--- config.mk ---
export PLATFORM = sky130hd
export DESIGN_NAME = frame_crc_appender
export DESIGN_NICKNAME = d
export VERILOG_FILES = /design/src/fca_pkg.sv /design/src/fca_front.sv /design/src/fca_queue.sv /design/src/fca_back.sv /design/src/frame_crc_appender.sv
export SDC_FILE = /design/constraint.sdc
export NUM_CORES = 1
export LEC_CHECK = 0
export BUFFER_PORTS_ARGS = -buffer_cell sky130_fd_sc_hd__buf_4
export CAP_MARGIN = 20
export CORE_ASPECT_RATIO = 1.2
export CORE_MARGIN = 4
export CORE_UTILIZATION = 65
export CTS_BUF_LIST = sky130_fd_sc_hd__clkbuf_8
export DETAILED_ROUTE_END_ITERATION = 10
export PLACE_DENSITY = 0.81
export SLEW_MARGIN = 0
export SYNTH_ARGS = -nofsm -noshare
export SYNTH_HDL_FRONTEND = slang
export SYNTH_SLANG_ARGS = --single-unit
--- constraint.sdc ---
create_clock -name clk -period 4.4 [get_ports clk]
set_input_delay 0.66 -clock clk [delete_from_list [all_inputs] [get_ports clk]]
set_output_delay 0.66 -clock clk [all_outputs]
set_load 0.005 [all_outputs]
--- src/fca_pkg.sv ---
// ----------------------------------------------------------------------------
// fca_pkg
// Shared types, constants and the CRC-16 byte fold for the frame CRC appender.
// ----------------------------------------------------------------------------
package fca_pkg;

    localparam int unsigned QUEUE_DEPTH_DEF = 4;

    localparam logic [15:0] CRC_SEED = 16'hFFFF;

    typedef enum logic [1:0] {
        KIND_DATA   = 2'd0,
        KIND_CRC_LO = 2'd1,
        KIND_CRC_HI = 2'd2
    } kind_t;

    typedef struct packed {
        logic [7:0]  data;
        logic        last;
        logic [15:0] crc;
    } entry_t;

    function automatic logic [15:0] crc_fold(input logic [15:0] crc, input logic [7:0] data);
        logic [7:0] t;
        t = crc[15:8] ^ data;
        t = t ^ {4'h0, t[7:4]};
        return {crc[7:0], 8'h00} ^ {t[3:0], 12'h000} ^ {3'b000, t, 5'b00000}
               ^ {8'h00, t};
    endfunction

endpackage

--- src/fca_front.sv ---
// ----------------------------------------------------------------------------
// fca_front
// Accepts frame bytes, folds them into the running CRC and queues each byte
// with its frame-end mark and the CRC that covers it.
// ----------------------------------------------------------------------------
module fca_front
(
    input  logic              clk,
    input  logic              rst_n,
    input  logic              frame_valid,
    output logic              frame_stall,
    input  logic [7:0]        frame_byte,
    input  logic              last_byte,
    input  logic              q_full,
    output logic              q_push,
    output fca_pkg::entry_t   q_entry
);

    logic [15:0] crc_reg;
    logic [15:0] crc_next;
    logic [15:0] crc_fold_val;

    assign frame_stall  = q_full;
    assign q_push       = frame_valid && !q_full;
    assign crc_fold_val = fca_pkg::crc_fold(crc_reg, frame_byte);

    always_comb
    begin
        q_entry.data = frame_byte;
        q_entry.last = last_byte;
        q_entry.crc  = crc_fold_val;
        crc_next     = crc_reg;
        if (q_push)
        begin
            crc_next = last_byte ? fca_pkg::CRC_SEED : crc_fold_val;
        end
    end

    always_ff @(posedge clk or negedge rst_n)
    begin
        if (!rst_n)
        begin
            crc_reg <= fca_pkg::CRC_SEED;
        end
        else
        begin
            crc_reg <= crc_next;
        end
    end

endmodule

--- src/fca_queue.sv ---
// ----------------------------------------------------------------------------
// fca_queue
// Short first-in first-out queue between the front and back parts.
// ----------------------------------------------------------------------------
module fca_queue
#(
    parameter int unsigned DEPTH = fca_pkg::QUEUE_DEPTH_DEF
)
(
    input  logic              clk,
    input  logic              rst_n,
    input  logic              push,
    input  fca_pkg::entry_t   push_entry,
    output logic              full,
    input  logic              pop,
    output logic              empty,
    output fca_pkg::entry_t   head
);

    localparam int unsigned PTR_W = (DEPTH > 1) ? $clog2(DEPTH) : 1;
    localparam int unsigned CNT_W = $clog2(DEPTH + 1);
    localparam logic [PTR_W-1:0] PTR_LAST = PTR_W'(DEPTH - 1);
    localparam logic [CNT_W-1:0] CNT_FULL = CNT_W'(DEPTH);

    fca_pkg::entry_t slots_reg [DEPTH];
    logic [PTR_W-1:0] wr_ptr_reg;
    logic [PTR_W-1:0] wr_ptr_next;
    logic [PTR_W-1:0] rd_ptr_reg;
    logic [PTR_W-1:0] rd_ptr_next;
    logic [CNT_W-1:0] count_reg;
    logic [CNT_W-1:0] count_next;

    assign full  = (count_reg == CNT_FULL);
    assign empty = (count_reg == '0);
    assign head  = slots_reg[rd_ptr_reg];

    always_comb
    begin
        wr_ptr_next = wr_ptr_reg;
        rd_ptr_next = rd_ptr_reg;
        count_next  = count_reg;
        if (push)
        begin
            wr_ptr_next = (wr_ptr_reg == PTR_LAST) ? '0 : wr_ptr_reg + 1'b1;
        end
        if (pop)
        begin
            rd_ptr_next = (rd_ptr_reg == PTR_LAST) ? '0 : rd_ptr_reg + 1'b1;
        end
        if (push && !pop)
        begin
            count_next = count_reg + 1'b1;
        end
        else if (pop && !push)
        begin
            count_next = count_reg - 1'b1;
        end
    end

    always_ff @(posedge clk)
    begin
        if (push)
        begin
            slots_reg[wr_ptr_reg] <= push_entry;
        end
    end

    always_ff @(posedge clk or negedge rst_n)
    begin
        if (!rst_n)
        begin
            wr_ptr_reg <= '0;
            rd_ptr_reg <= '0;
            count_reg  <= '0;
        end
        else
        begin
            wr_ptr_reg <= wr_ptr_next;
            rd_ptr_reg <= rd_ptr_next;
            count_reg  <= count_next;
        end
    end

endmodule

--- src/fca_back.sv ---
// ----------------------------------------------------------------------------
// fca_back
// Takes queued bytes into the output register and expands a frame-end byte
// into the byte, the CRC low byte and the CRC high byte.
// ----------------------------------------------------------------------------
module fca_back
(
    input  logic              clk,
    input  logic              rst_n,
    input  logic              q_empty,
    input  fca_pkg::entry_t   q_head,
    output logic              q_pop,
    output logic              tx_valid,
    input  logic              tx_stall,
    output logic [7:0]        out_byte,
    output logic [1:0]        byte_kind,
    output logic              run_end
);

    typedef enum logic [1:0] {
        ST_EMPTY,
        ST_DATA,
        ST_CRC_LO,
        ST_CRC_HI
    } state_t;

    state_t          state_reg;
    state_t          state_next;
    fca_pkg::entry_t hold_reg;
    fca_pkg::entry_t hold_next;
    logic            done;

    always_comb
    begin
        case (state_reg)
            ST_DATA:
            begin
                out_byte  = hold_reg.data;
                byte_kind = fca_pkg::KIND_DATA;
                run_end   = !hold_reg.last;
            end
            ST_CRC_LO:
            begin
                out_byte  = hold_reg.crc[7:0];
                byte_kind = fca_pkg::KIND_CRC_LO;
                run_end   = 1'b0;
            end
            ST_CRC_HI:
            begin
                out_byte  = hold_reg.crc[15:8];
                byte_kind = fca_pkg::KIND_CRC_HI;
                run_end   = 1'b1;
            end
            default:
            begin
                out_byte  = hold_reg.data;
                byte_kind = fca_pkg::KIND_DATA;
                run_end   = 1'b0;
            end
        endcase
    end

    assign tx_valid = (state_reg != ST_EMPTY);
    assign done     = (state_reg == ST_EMPTY) || (!tx_stall && run_end);
    assign q_pop    = done && !q_empty;

    always_comb
    begin
        state_next = state_reg;
        hold_next  = hold_reg;
        if (q_pop)
        begin
            state_next = ST_DATA;
            hold_next  = q_head;
        end
        else if (done)
        begin
            state_next = ST_EMPTY;
        end
        else if (!tx_stall)
        begin
            case (state_reg)
                ST_DATA:   state_next = ST_CRC_LO;
                ST_CRC_LO: state_next = ST_CRC_HI;
                default:   state_next = ST_EMPTY;
            endcase
        end
    end

    always_ff @(posedge clk or negedge rst_n)
    begin
        if (!rst_n)
        begin
            state_reg <= ST_EMPTY;
            hold_reg  <= '0;
        end
        else
        begin
            state_reg <= state_next;
            hold_reg  <= hold_next;
        end
    end

endmodule

--- src/frame_crc_appender.sv ---
// ----------------------------------------------------------------------------
// frame_crc_appender
// Passes frame bytes through and appends a CRC-16 (poly 0x1021, init 0xFFFF,
// no reflection, no final XOR) after each byte marked last_byte, low byte
// first. Every byte comes out tagged in byte_kind, and run_end marks the final
// output of each input byte. One frame byte is taken per cycle unless the queue
// is full; a marked byte holds the single output register for its three output
// bytes, so the frame side stalls only once the QUEUE_DEPTH-entry queue from
// the CRC stage to the output stage fills. Bytes are queued, then registered.
// ----------------------------------------------------------------------------
module frame_crc_appender
#(
    parameter int unsigned QUEUE_DEPTH = fca_pkg::QUEUE_DEPTH_DEF
)
(
    input  logic        clk,
    input  logic        rst_n,
    input  logic        frame_valid,
    output logic        frame_stall,
    input  logic [7:0]  frame_byte,
    input  logic        last_byte,
    output logic        tx_valid,
    input  logic        tx_stall,
    output logic [7:0]  out_byte,
    output logic [1:0]  byte_kind,
    output logic        run_end
);

    fca_pkg::entry_t push_entry;
    fca_pkg::entry_t head_entry;
    logic            q_push;
    logic            q_pop;
    logic            q_full;
    logic            q_empty;

    fca_front u_front
    (
        .clk         (clk),
        .rst_n       (rst_n),
        .frame_valid (frame_valid),
        .frame_stall (frame_stall),
        .frame_byte  (frame_byte),
        .last_byte   (last_byte),
        .q_full      (q_full),
        .q_push      (q_push),
        .q_entry     (push_entry)
    );

    fca_queue
    #(
        .DEPTH (QUEUE_DEPTH)
    )
    u_queue
    (
        .clk        (clk),
        .rst_n      (rst_n),
        .push       (q_push),
        .push_entry (push_entry),
        .full       (q_full),
        .pop        (q_pop),
        .empty      (q_empty),
        .head       (head_entry)
    );

    fca_back u_back
    (
        .clk       (clk),
        .rst_n     (rst_n),
        .q_empty   (q_empty),
        .q_head    (head_entry),
        .q_pop     (q_pop),
        .tx_valid  (tx_valid),
        .tx_stall  (tx_stall),
        .out_byte  (out_byte),
        .byte_kind (byte_kind),
        .run_end   (run_end)
    );

endmodule

# After elaboration in Yosys (flattened, before gate mapping)
# Memory sizes are Yosys's and may differ from the RTL's. A register that Yosys moved wholly into a read port is not among the register bits.
# Index checks and enable logic that the tools add are counted.
[classes]
add_sub_neg = 4
mul = 0
n_div = 0
order_cmp = 0
eq_ne = 7
shifts = 0
n_mux = 14
bitwise = 5
n_reduce_logical = 17
[ops]
columns = ["operator", "count"]
rows = [
  ["$mux W16", 1],
  ["$pmux W8 S2", 1],
  ["$xor A16 B13 Y16", 1],
  ["$xor A16 B16 Y16", 1],
  ["$xor A16 B8 Y16", 1],
  ["$mux W2", 5],
  ["$eq A2 B2 Y1 const B", 4],
  ["$pmux W2 S2", 2],
  ["$xor A8 B4 Y8", 1],
  ["$xor A8 B8 Y8", 1],
  ["$logic_not A1 Y1", 7],
  ["$mux W3", 2],
  ["$logic_and A1 B1 Y1", 5],
  ["$add A2 B1 Y2 const B", 2],
  ["$reduce_bool A2 Y1", 2],
  ["$add A3 B1 Y3 const B", 1],
  ["$eq A3 B3 Y1 const B", 1],
  ["$logic_not A3 Y1", 1],
  ["$ne A3 B1 Y1 const B", 1],
  ["$sub A3 B1 Y3 const B", 1],
  ["$eq A2 B1 Y1 const B", 1],
  ["$logic_not A2 Y1", 1],
  ["$mux W1", 2],
  ["$pmux W1 S2", 1],
  ["$logic_or A1 B1 Y1", 1],
]
[word_totals]
register_bits = 25
latch_bits = 0
mem_bits_rw = 100
mem_bits_ro = 0
output_inout_bits = 13
elab_cells = 53
n_memories = 1
[mem_list]
columns = ["memory", "depth", "word_bits", "read_ports", "rd_ports_with_merged_regs", "write_ports", "line_no", "rtl"]
rows = [
  ["u_queue.slots_reg", 4, 25, 1, 1, 1, "fca_queue.sv:25", "fca_pkg::entry_t slots_reg [DEPTH];"],
]

# Logic depth before layout (Yosys ltp)
[depth]
word_depth = 8
depth_mapped = 11
mapped_depth_nobuf = 10

# Cells and area by module
# Synthesis repeated with hierarchy kept, for this count alone.
[unflattened]
cells_unflattened = 369
area_unflattened_um2 = 6475.0
[modules_own_cells]
columns = ["module", "instances", "cells_per_inst", "area_per_inst_um2", "seq_area_each_um2"]
rows = [
  ["fca_queue", 1, 168, 4070.2, 3178.0],
  ["fca_back", 1, 104, 1293.7, 675.6],
  ["fca_front", 1, 97, 1111.1, 420.4],
]

# Worst setup path before layout
# OpenSTA, ideal clock, no wires.
[synth_timing]
path_kind = "reg-to-reg"
from = "register u_queue.count_reg[0]"
to = "register u_queue.count_reg[1]"
setup_time_ns = 0.125
arrival_time_ns = 2.241
required_ns = 4.275
path_slack_ns = 2.034
path_stages_with_launch = 10
path_buffers = 3
path_cell_list = "dfrtp_1 > or3b_1 > buf_6 > and2_4 > buf_6 > buf_8 > ha_1 > inv_1 > fa_1 > mux2_2"
[synth_rtl]
columns = ["item", "line_no", "rtl"]
rows = [
  ["start, declared", "fca_queue.sv:30", "logic [CNT_W-1:0] count_reg;"],
  ["start signal, assigned", "fca_queue.sv:80", "count_reg <= count_next;"],
  ["$eq A3 B3 Y1", "fca_queue.sv:33", "assign full = (count_reg == CNT_FULL);"],
  ["$logic_not A1 Y1", "fca_front.sv:24", "assign q_push = frame_valid && !q_full;"],
  ["$logic_and A1 B1 Y1", "fca_front.sv:24", ""],
  ["via q_push", "frame_crc_appender.sv:31", "logic q_push;"],
  ["$logic_and A1 B1 Y1", "fca_queue.sv:50", "if (push && !pop)"],
  ["$mux W3", "fca_queue.sv:50", ""],
  ["via u_queue.count_next[1]", "fca_queue.sv:31", "logic [CNT_W-1:0] count_next;"],
]
# The timed path passes the listed nets, and every way through them passes these cells. The select of a mux whose other input is x is not followed.
# A chain may end at the register's enable or synchronous reset.

# Worst setup path after layout
[layout_timing]
from = "register u_back.state_reg[0]"
to = "output out_byte[0]"
[layout_via]
elab_chain_cells = 2
[layout_rtl]
columns = ["item", "line_no", "rtl"]
rows = [
  ["start, declared", "fca_back.sv:27", "state_t state_reg;"],
  ["start signal, assigned", "fca_back.sv:99", "state_reg <= state_next;"],
  ["$eq A2 B2 Y1", "fca_back.sv:35", "case (state_reg)"],
  ["$pmux W8 S2 (*)", "fca_back.sv:35", ""],
  ["end, declared", "frame_crc_appender.sv:24", "output logic [7:0] out_byte,"],
]
# Mark *: on every way between the ends. The rest lies on a longest branch, timed or not.

==> PnR_summary.wiki <==
{| class="wikitable"
! Metric !! Value
|-
| Die Ht || 116.1 µm
|-
| Maximum fanout along the worst path || 11
|-
| Flip-flop count of the largest register after layout || 100
|-
| Layout cells sized above 1 || 35.62%
|-
| Crit path max-delay cell type || sky130_fd_sc_hd__nor2_1
|-
| Reported leakage power || 2.706 nW
|-
| R2R Path Start || u_back.state_reg[0]
|-
| Clock Path Buffers || 2
|-
| Commonest cells after routing, fill and taps aside || sky130_fd_sc_hd__edfxtp_1, sky130_fd_sc_hd__dfrtp_1, sky130_fd_sc_hd__buf_4
|-
| Total power per unit cell area || 809.7 nW/µm²
|-
| Worst Reg-to-Reg Cells || 9
|-
| Number of gates resized after cts || 0
|-
| Number of synthesized flops with an enable pin || 100
|-
| Highest achievable clock rate || 0.3499 GHz
|-
| Aggregate routed wire length || 11220 µm
|-
| Fraction of power consumed by sequential logic || 44.8%
|-
| Final count of pins violating max slew || 0
|-
| Result of the run || complete, no violations
|-
| Critical path required time || 3.74 ns
|-
| Combinational power share || 36.8%
|-
| Worst min path class || in2async
|-
| Die extent in x || 98.07 µm
|-
| Total setup buffers inserted after CTS || 0
|-
| Netlist cell types || 38
|-
| Area occupied by multi-input gates || 1879 µm²
|-
| Setup TNS || 0 ns
|-
| Hold_buf cts || 0
|-
| Topmost layer with routed signal wires || met4
|-
| Filler cell count in the final layout || 585
|-
| Part of the Yosys area used for sequential elements || 67.55%
|-
| Clock Tree Root || sky130_fd_sc_hd__clkbuf_8
|-
| Switching power share of the total || 31.52%
|-
| Final number of setup-violating endpoints || 0
|-
| Placed insts || 484
|-
| Arrival time at the worst endpoint || 2.20 ns
|-
| Core box area || 9515 µm²
|-
| Total via count in the routed design || 3091
|-
| GR Overflow Total || 0
|-
| Vias in the first global route || 3326
|-
| Clock buffers created by TritonCTS || 17
|-
| Synthesized area per cell || 18.34 µm²
|-
| Final weighted congestion in routability-driven placement || 0.7706
|-
| Post-route met1 wirelength || 4658 µm
|-
| Max-Cap Viols || 0
|-
| Met3 routed WL || 582 µm
|-
| All-Layer GR Usage || 22.16%
|-
| Delay of the slowest cell on the worst path || 0.52 ns
|-
| Level count of the clock H-tree || 4
|-
| Critical path type || reg2out
|-
| Count of port buffers added during placement || 25
|-
| Wire length of the first global-routing pass || 18420 µm
|-
| Internal power || 3.891 mW
|-
| Gate Count Post-Synth || 345
|-
| Number of flip-flops and latches in the synthesized netlist || 150
|-
| Average vias per placed instance || 5.990
|-
| Kind of launch point of the worst setup path || register
|-
| Share of flip-flops with an asynchronous set or reset || 33.33%
|-
| Initial standard-cell utilization of the core || 66.50%
|-
| Pin count of the biggest net entering global routing || 51
|-
| Total standard cell area after synthesis || 6327 µm²
|-
| Warning count from the yosys run || 0
|-
| DPL Wire Length || 7264 µm
|-
| Synthesized Nets || 370
|-
| Number of DRC violations after detailed routing || 0
|-
| Clock latency reported for the late side of the worst-skew pair || 0.44 ns
|-
| Cell type with the highest occurrence count on the critical path || sky130_fd_sc_hd__nand2_1
|-
| Worst setup EP type || output pin
|-
| Met2 wirelength from detailed routing || 5822 µm
|-
| DR WL/cell || 21.75 µm
|-
| DRT iter0 DRCs || 247
|-
| Diodes inserted || 0
|-
| Final-report hold violation count || 0
|-
| Max rail drop VDD || 0.4825 mV
|-
| # IOs || 26
|-
| Filler-free cell count of the finished design || 516
|-
| Clock Skew || 0.01044 ns
|-
| Minimum period implied by the final worst setup slack || 2.858 ns
|-
| Crit share post-route || 64.96%
|-
| Most common cell after layout, fill and taps aside || sky130_fd_sc_hd__edfxtp_1
|-
| Area enclosed by the die boundary || 11380 µm²
|-
| Worst reg2reg path endpoint || u_queue.count_reg[2]
|-
| Number of antenna violations at the first check in global routing || 0
|-
| Clock sinks || 150
|-
| Slew of the pin with the lowest slew margin || 0.9734 ns
|-
| Worst-case headroom to the max-slew limit || 35.11%
|-
| DRT antenna net count || 0
|-
| Unrepaired setup endpoints after global routing || no
|-
| Top flip-flop cell by instance count after synthesis || sky130_fd_sc_hd__edfxtp_1
|-
| Count of standard-cell rows || 39
|-
| Cells along the critical path || inv_1 > ha_1 > nor2_1 > nand2_1 > nand2_1 > buf_4
|-
| Clock network fraction of design power || 18.4%
|-
| Drt pass-1 iters || 4
|-
| Post-layout total power || 5.682 mW
|-
| Area growth from synthesis to layout || 10.90%
|-
| Number of nets at the end of the flow || 405
|-
| TritonCTS clock tree || built
|-
| Clock transition time at the flip-flop clock pins of the worst setup and hold paths || 0.08 ns
|-
| Switching pwr || 1.791 mW
|-
| Register cell area after layout || 4275 µm²
|-
| R2r setup slk || 1.64 ns
|}
==> Yosys cell counts, types with 3 or more instances <==
cell type	n	share of area, %
sky130_fd_sc_hd__edfxtp_1	100	47
sky130_fd_sc_hd__dfrtp_1	34	13
sky130_fd_sc_hd__mux2_2	28	5.0
sky130_fd_sc_hd__mux4_2	25	8.9
sky130_fd_sc_hd__inv_1	21	1.2
sky130_fd_sc_hd__nand2_1	18	1.1
sky130_fd_sc_hd__dfstp_2	16	6.6
sky130_fd_sc_hd__xnor2_1	14	1.9
sky130_fd_sc_hd__a2bb2oi_1	11	1.5
sky130_fd_sc_hd__ha_1	11	2.2
sky130_fd_sc_hd__a22oi_1	8	0.95
sky130_fd_sc_hd__xnor3_1	8	2.8
sky130_fd_sc_hd__and3_1	5	0.49
sky130_fd_sc_hd__buf_6	4	0.71
sky130_fd_sc_hd__clkbuf_1	4	0.24
sky130_fd_sc_hd__nor2_1	4	0.24
sky130_fd_sc_hd__o22a_1	4	0.55
sky130_fd_sc_hd__buf_2	3	0.24
sky130_fd_sc_hd__buf_4	3	0.36
sky130_fd_sc_hd__xor2_1	3	0.42
==> cells by family (layout without fill, tap and decap cells) <==
logic type,Yosys count,in the layout,share of synthesized area [%]
AOI/OAI and AO/OA,29,29,3.777
adders and majority gates,12,12,2.492
DFF,150,150,67.55
muxes,55,55,14.36
xor gates and xnor gates,28,28,6.091
buffers and inverters,36,84,3.025
and+or+nand+nor,35,35,2.709
==> area by class of cell <==
cell class	count	area share (%)
Timing Repair Buffer	31	3.317
Clock buffer	17	3.335
Clock inverter	15	2.318
Tap cell	123	2.193
Inverter	21	1.123
Sequential cell	150	60.93
Multi-Input combinational cell	159	26.78
==> routing by layer <==
layer  vias up  track usage [%]
li1       1374                -
met1      1610            29.25
met2        92            36.51
met3        15            5.358
met4         0            8.310
met5         -                0
==> worst max-delay path by stage <==
stage | startpoint | end | slack, ns | depth (start not counted)
after floorplan | u_queue.count_reg[0] | u_queue.count_reg[1] | 2.03 | 9
final | u_back.state_reg[0] | out_byte[0] | 1.54 | 6
after global routing | u_back.state_reg[0] | out_byte[2] | 1.31 | 6
after detailed placement | u_back.state_reg[0] | u_queue.count_reg[2] | 1.65 | 9
after global placement | u_back.state_reg[0] | u_queue.count_reg[2] | 1.76 | 9
after CTS | u_back.state_reg[0] | out_byte[4] | 1.50 | 6
==> metrics by stage <==
step           area, µm²  hold slack, ns  util (%)  worst slack (ns)
6_report            7017          0.2440     73.74             1.542
3_5_place_dp        6620          0.4818     69.57             1.645
2_1_floorplan       6327          0.3644         -             2.034
3_3_place_gp        6620          0.4760     69.57             1.757
5_1_grt             7017          0.2736     73.74             1.307
4_1_cts             7017          0.2371     73.74             1.496
==> power groups by stage <==
stage / clock [mW] / sequential [mW] / combinational, mW
5_1_grt: 1.13 / 2.61 / 2.28
6_report: 1.04 / 2.55 / 2.09
3_5_place_dp: 0 / 2.57 / 2.09
2_1_floorplan: 0 / 2.43 / 1.63
3_3_place_gp: 0 / 2.54 / 2.01
4_1_cts: 1.06 / 2.55 / 2.11
==> worst max-delay path, delay by kind of cell, from the launching register on <==
family	cells	cell delay, ns
adder cells (fa/ha/maj)	1	0.36
AND/OR/NAND/NOR	3	0.76
flip-flops	1	0.42
buffers and inverters	2	0.21
Note: power is estimated with default switching activity, not from simulation.
